==> config.mk <==
export PLATFORM = sky130hd
export DESIGN_NAME = l2mac_front
export DESIGN_NICKNAME = d
export VERILOG_FILES = /design/src/rtl/core/assert_macros.svh /design/src/rtl/core/l2mac_pkg.sv /design/src/rtl/core/l2mac_front.sv
export SDC_FILE = /design/constraint.sdc
export NUM_CORES = 1
export LEC_CHECK = 0
export BUFFER_PORTS_ARGS = -buffer_cell sky130_fd_sc_hd__buf_4
export CELL_PAD_IN_SITES_DETAIL_PLACEMENT = 1
export CELL_PAD_IN_SITES_GLOBAL_PLACEMENT = 1
export CORE_MARGIN = 3
export CORE_UTILIZATION = 31
export CTS_CLUSTER_SIZE = 25
export DETAILED_ROUTE_END_ITERATION = 8
export HOLD_SLACK_MARGIN = 0.03
export PLACE_DENSITY_LB_ADDON = 0.3
export SYNTH_ARGS = -nofsm -noshare
export SYNTH_HDL_FRONTEND = slang
export SYNTH_SLANG_ARGS = --single-unit
==> constraint.sdc <==
create_clock -name clk -period 11.8 [get_ports clk]
set_input_delay 2.36 -clock clk [delete_from_list [all_inputs] [get_ports clk]]
set_output_delay 2.36 -clock clk [all_outputs]
set_load 0.005 [all_outputs]
==> src/rtl/core/assert_macros.svh <==
// Assertion macros for the core RTL.
`ifndef ASSERT_MACROS_SVH
`define ASSERT_MACROS_SVH
`ifndef ASSERT_OFF
`define ASSERT_IMP(label, clk, rst, ante, cons) \
  label: assert property (@(posedge clk) disable iff (rst) (ante) |-> (cons)) \
    else $error("assertion failed");
`define ASSERT_NEXT(label, clk, rst, ante, cons) \
  label: assert property (@(posedge clk) disable iff (rst) (ante) |=> (cons)) \
    else $error("assertion failed");
`else
`define ASSERT_IMP(label, clk, rst, ante, cons)
`define ASSERT_NEXT(label, clk, rst, ante, cons)
`endif
`endif

==> src/rtl/core/l2mac_pkg.sv <==
package l2mac_pkg;
  localparam int MAC_W = 48;
  localparam int PORT_W = 5;
  localparam int STAMP_W = 32;
  localparam int MASK_W = 16;
  localparam int AGE_W = 16;
  localparam int REM_W = 7;
  localparam logic [MAC_W-1:0] BCAST_MAC = '1;

  localparam logic [1:0] OP_FRAME = 2'd0;
  localparam logic [1:0] OP_TICK  = 2'd1;
  localparam logic [1:0] OP_SWEEP = 2'd2;
  localparam logic [1:0] OP_CLEAR = 2'd3;

  localparam logic [2:0] DEC_BCAST   = 3'd0;
  localparam logic [2:0] DEC_FORWARD = 3'd1;
  localparam logic [2:0] DEC_FILTER  = 3'd2;
  localparam logic [2:0] DEC_UNKNOWN = 3'd3;
  localparam logic [2:0] DEC_DONE    = 3'd4;

  localparam logic [2:0] LRN_NONE    = 3'd0;
  localparam logic [2:0] LRN_NEW     = 3'd1;
  localparam logic [2:0] LRN_MOVED   = 3'd2;
  localparam logic [2:0] LRN_REFRESH = 3'd3;
  localparam logic [2:0] LRN_FULL    = 3'd4;

  localparam logic CFG_PORT_COUNT = 1'b0;
  localparam logic CFG_AGE_LIMIT  = 1'b1;

  typedef struct packed {
    logic [1:0]        opcode;
    logic [MAC_W-1:0]  src_addr;
    logic [MAC_W-1:0]  dst_addr;
    logic [PORT_W-1:0] ingress_port;
  } req_t;

  typedef struct packed {
    logic [2:0]        decision;
    logic [PORT_W-1:0] egress_port;
    logic [MASK_W-1:0] flood_mask;
    logic [2:0]        learn_result;
    logic [REM_W-1:0]  removed_count;
  } rsp_t;
endpackage

==> src/rtl/core/l2mac_front.sv <==
module l2mac_front #(
  parameter int MAX_PORTS = 16
) (
  input  logic                       clk,
  input  logic                       rst,
  input  logic                       push,
  output logic                       full,
  input  l2mac_pkg::req_t            req,
  input  logic [l2mac_pkg::PORT_W-1:0] port_count,
  input  logic                       q_ready,
  output logic                       q_valid,
  output l2mac_pkg::req_t            q_req,
  output logic                       q_bcast,
  output logic [l2mac_pkg::MASK_W-1:0] q_mask
);
  import l2mac_pkg::*;

  logic [MASK_W-1:0] mask;
  logic [6:0] lim;

  always_comb begin
    lim = (7'(port_count) > 7'(MAX_PORTS)) ? 7'(MAX_PORTS) : 7'(port_count);
    mask = '0;
    for (int p = 1; p <= MASK_W; p++) begin
      if (7'(p) <= lim && 5'(p) != req.ingress_port) mask[p-1] = 1'b1;
    end
  end

  assign full = q_valid && !q_ready;

  always_ff @(posedge clk) begin
    if (rst) begin
      q_valid <= 1'b0;
    end else if (!full) begin
      q_valid <= push;
      if (push) begin
        q_req <= req;
        q_bcast <= (req.dst_addr == BCAST_MAC);
        q_mask <= mask;
      end
    end
  end
endmodule

==> flow_summary_export.csv <==
group,metric,value,unit
critical_path,criticalPathCategory,"primary input to primary output",
synthesis,yosys.area_share.xor_xnor,0,%
timing,fmax,190,MHz
timing,fin_setup_tns,0,ns
layout,num_antenna_cells,0,
pwr,ir_worst_vdd,88.0,µV
place,io_buffers,233,
pwr,p_leak,2.69,nW
critical_path,cp_max_fo,3,
timing,fin_skew,0.00537,ns
floorplanning,die_w,121,µm
pwr,power_density,173,mW/mm²
job,maxCapViolCount,0,
drt,wl,11800,µm
timing,tightest_slew,0.835,ns
synthesis,synth-compound-area-share,4.15,%
synthesis,syn_avg_cell_area,21.2,µm²
floorplanning,die_h,121,µm
place,placed_cell_area,0.00602,mm²
drt,viasPerCell,4.49,
critical_path,cp.depth,3,
timing,slew-limit-headroom,44.4,%
timing,setup_slack,6.53,ns
critical_path,arrival,2.91,ns
synthesis,synth.area.mux_share,0,%
critical_path,end_kind,"primary output",
place,gp_congestion,0.809,
critical_path,path_cells,"buf_4 -> nor2b_1 -> buf_4",
timing,fin_crit,5.27,ns
global_route,grt-ovfl-total,0,
synthesis,synth_adder_area_share,0,%
layout,fill_cells,1307,
synthesis,syn_inst,192,
global_route,antenna_found_initial,0,
layout,fin_cells,624,
cts,clk_pin_slew,0.05,ns
global_route,grt_pass1_wl,17600,µm
floorplanning,dieArea,0.0145,mm²
critical_path,critPathMaxStageDelay,0.27,ns
timing,setup_viol,0,
cts,clock_path_buffers,2,
critical_path,reg2regPathDepth,4,
status,status,"completed",
synthesis,synth_area,0.00407,mm²
critical_path,critPathMostFrequentCell,"buf_4",
critical_path,critPathBufInv,2,
cts,cts_sinks,121,
floorplanning,ios,234,
floorplanning,initial_core_util,32.0,%
synthesis,synth_edf_count,120,
drt,vias,2799,
global_route,grt_pass1_vias,2961,
cts,cts_buffers,17,
layout,final_area,0.00667,mm²
place,pre_cts_slack,6.53,ns
synthesis,yosysWarningCount,0,
global_route,grt_max_degree,67,
floorplanning,rows,41,
timing,maxSlewViolCount,0,
drt,drt_first_pass_iters,4,
floorplanning,core_area,0.0127,mm²
synthesis,synth_cell_types,27,
critical_path,startpoint_type,"primary input",
critical_path,cp_top_family,"buffers and inverters",
drt,drt.antenna.violating_nets,0,
worst_hold_path,min_path_type,"flop to flop",
synthesis,yosysSeqAreaShare,89.0,%
worst_hold_path,hold_depth,3,
synthesis,synthArstFlopShare,0,%
cts,h-tree-depth,4,
timing,rsz0062_at_grt,"false",
cts,cts_root_buf,"clkbuf_16",
critical_path,worst_path_max_delay_cell,"nor2b_1",
layout,num-nets-final,551,
synthesis,ys_seq_elements,121,
cts,cts_tree,"done",
global_route,groute.usage.overall,16.4,%
cts,cts_resized,0,
layout,mostFrequentLayoutCell,"buf_4",
place,placedCellCount,592,
cts,clkLatencyLatePin,0.40,ns
layout,area_growth,63.8,%
drt,drt_iter0_markers,191,
synthesis,synth_top_family_by_area,"simple AND/OR/NAND/NOR gates",
timing,report.final.hold_viol_count,0,
cts,post-cts-setup-buffer-count,0,
critical_path,cp.required,9.44,ns
place,dp_hpwl,8950,µm
cts,cts_hold_buf,0,
drt,drc_errors,0,
synthesis,synth_nets,304,
layout,layout_common_cells,"buf_4 (235), edfxtp_1 (120), clkbuf_16 (17)",
layout,drive_above_1_share,59.7,%
synthesis,ys.flop_type,"edfxtp_1",
drt,wl_per_cell,18.9,µm
timing,fin_crit_sh,44.7,%
synthesis,synthSimpleGateAreaFrac,5.47,%
sequential cells by signal, summed over array words and instances, names as in the netlist:
name and flops:
q_req 103, q_mask 16, q_bcast 1, q_valid 1
synthesized netlist by cell type, types with 3 or more instances:
| cell type | n | area [µm²] |
|---|---|---|
| a21oi_1 | 4 | 20.0 |
| a41oi_1 | 5 | 43.8 |
| inv_1 | 3 | 11.3 |
| edfxtp_1 | 120 | 3600 |
| nand2_1 | 3 | 11.3 |
| nand4_1 | 12 | 75.1 |
| a31oi_1 | 6 | 37.5 |
| a32oi_1 | 4 | 35.0 |
| nor2_1 | 6 | 22.5 |
| buf_2 | 4 | 20.0 |
| nor4_1 | 4 | 25.0 |
worst min-delay path: cells and delay by family (launching register included):
family	cells	cell delay (ns)
flip-flops	1	0.31
AND/OR/NAND/NOR	3	0.31
metal layers:
layer | global-route usage [%] | vias up | wire, µm
met5 | 0 | - | 0
met4 | 4.96 | 0 | 116
met3 | 9.59 | 8 | 1280
met2 | 27.4 | 153 | 6280
met1 | 17.7 | 1347 | 4150
li1 | - | 1291 | -
worst paths after layout:
path	start	end	slack [ns]
min	q_valid	q_valid	0.66
max reg2reg	q_valid	q_req[37]	9.33
max	q_ready	full	6.53
min reg2reg	q_valid	q_valid	0.66
logic make-up after synthesis:
family | count (synthesis)
DFF | 121
AOI/OAI and AO/OA | 24
buffers and inverters | 10
and+or+nand+nor | 37
area by class of cell:
class                           count  area [µm²]  area share, %
Tap cell                          172         215           3.23
Sequential cell                   121        3620           54.3
Inverter                            3        11.3          0.169
Clock inverter                     15         230           3.45
Timing Repair Buffer              235        1760           26.4
Multi-Input combinational cell     61         403           6.04
Clock buffer                       17         425           6.38
through the flow:
step / util [%] / hold WS [ns] / power (mW)
finish: 52.4 / 0.665 / 1.15
global route: 52.4 / 0.737 / 1.20
CTS: 52.4 / 0.669 / 1.17
detailed placement: 47.3 / 0.656 / 0.593
global placement: 47.3 / 0.634 / 0.589
floorplan: - / 0.622 / 0.530
report_power, final:
group | switching [mW] | total [mW] | leakage [nW] | internal (mW)
sequential | 0.00525 | 0.501 | 1.12 | 0.496
clock | 0.178 | 0.571 | 0.325 | 0.393
combinational | 0.0351 | 0.0819 | 1.24 | 0.0468
total | 0.218 | 1.15 | 2.69 | 0.935
Power figures use the tool's default switching activity.
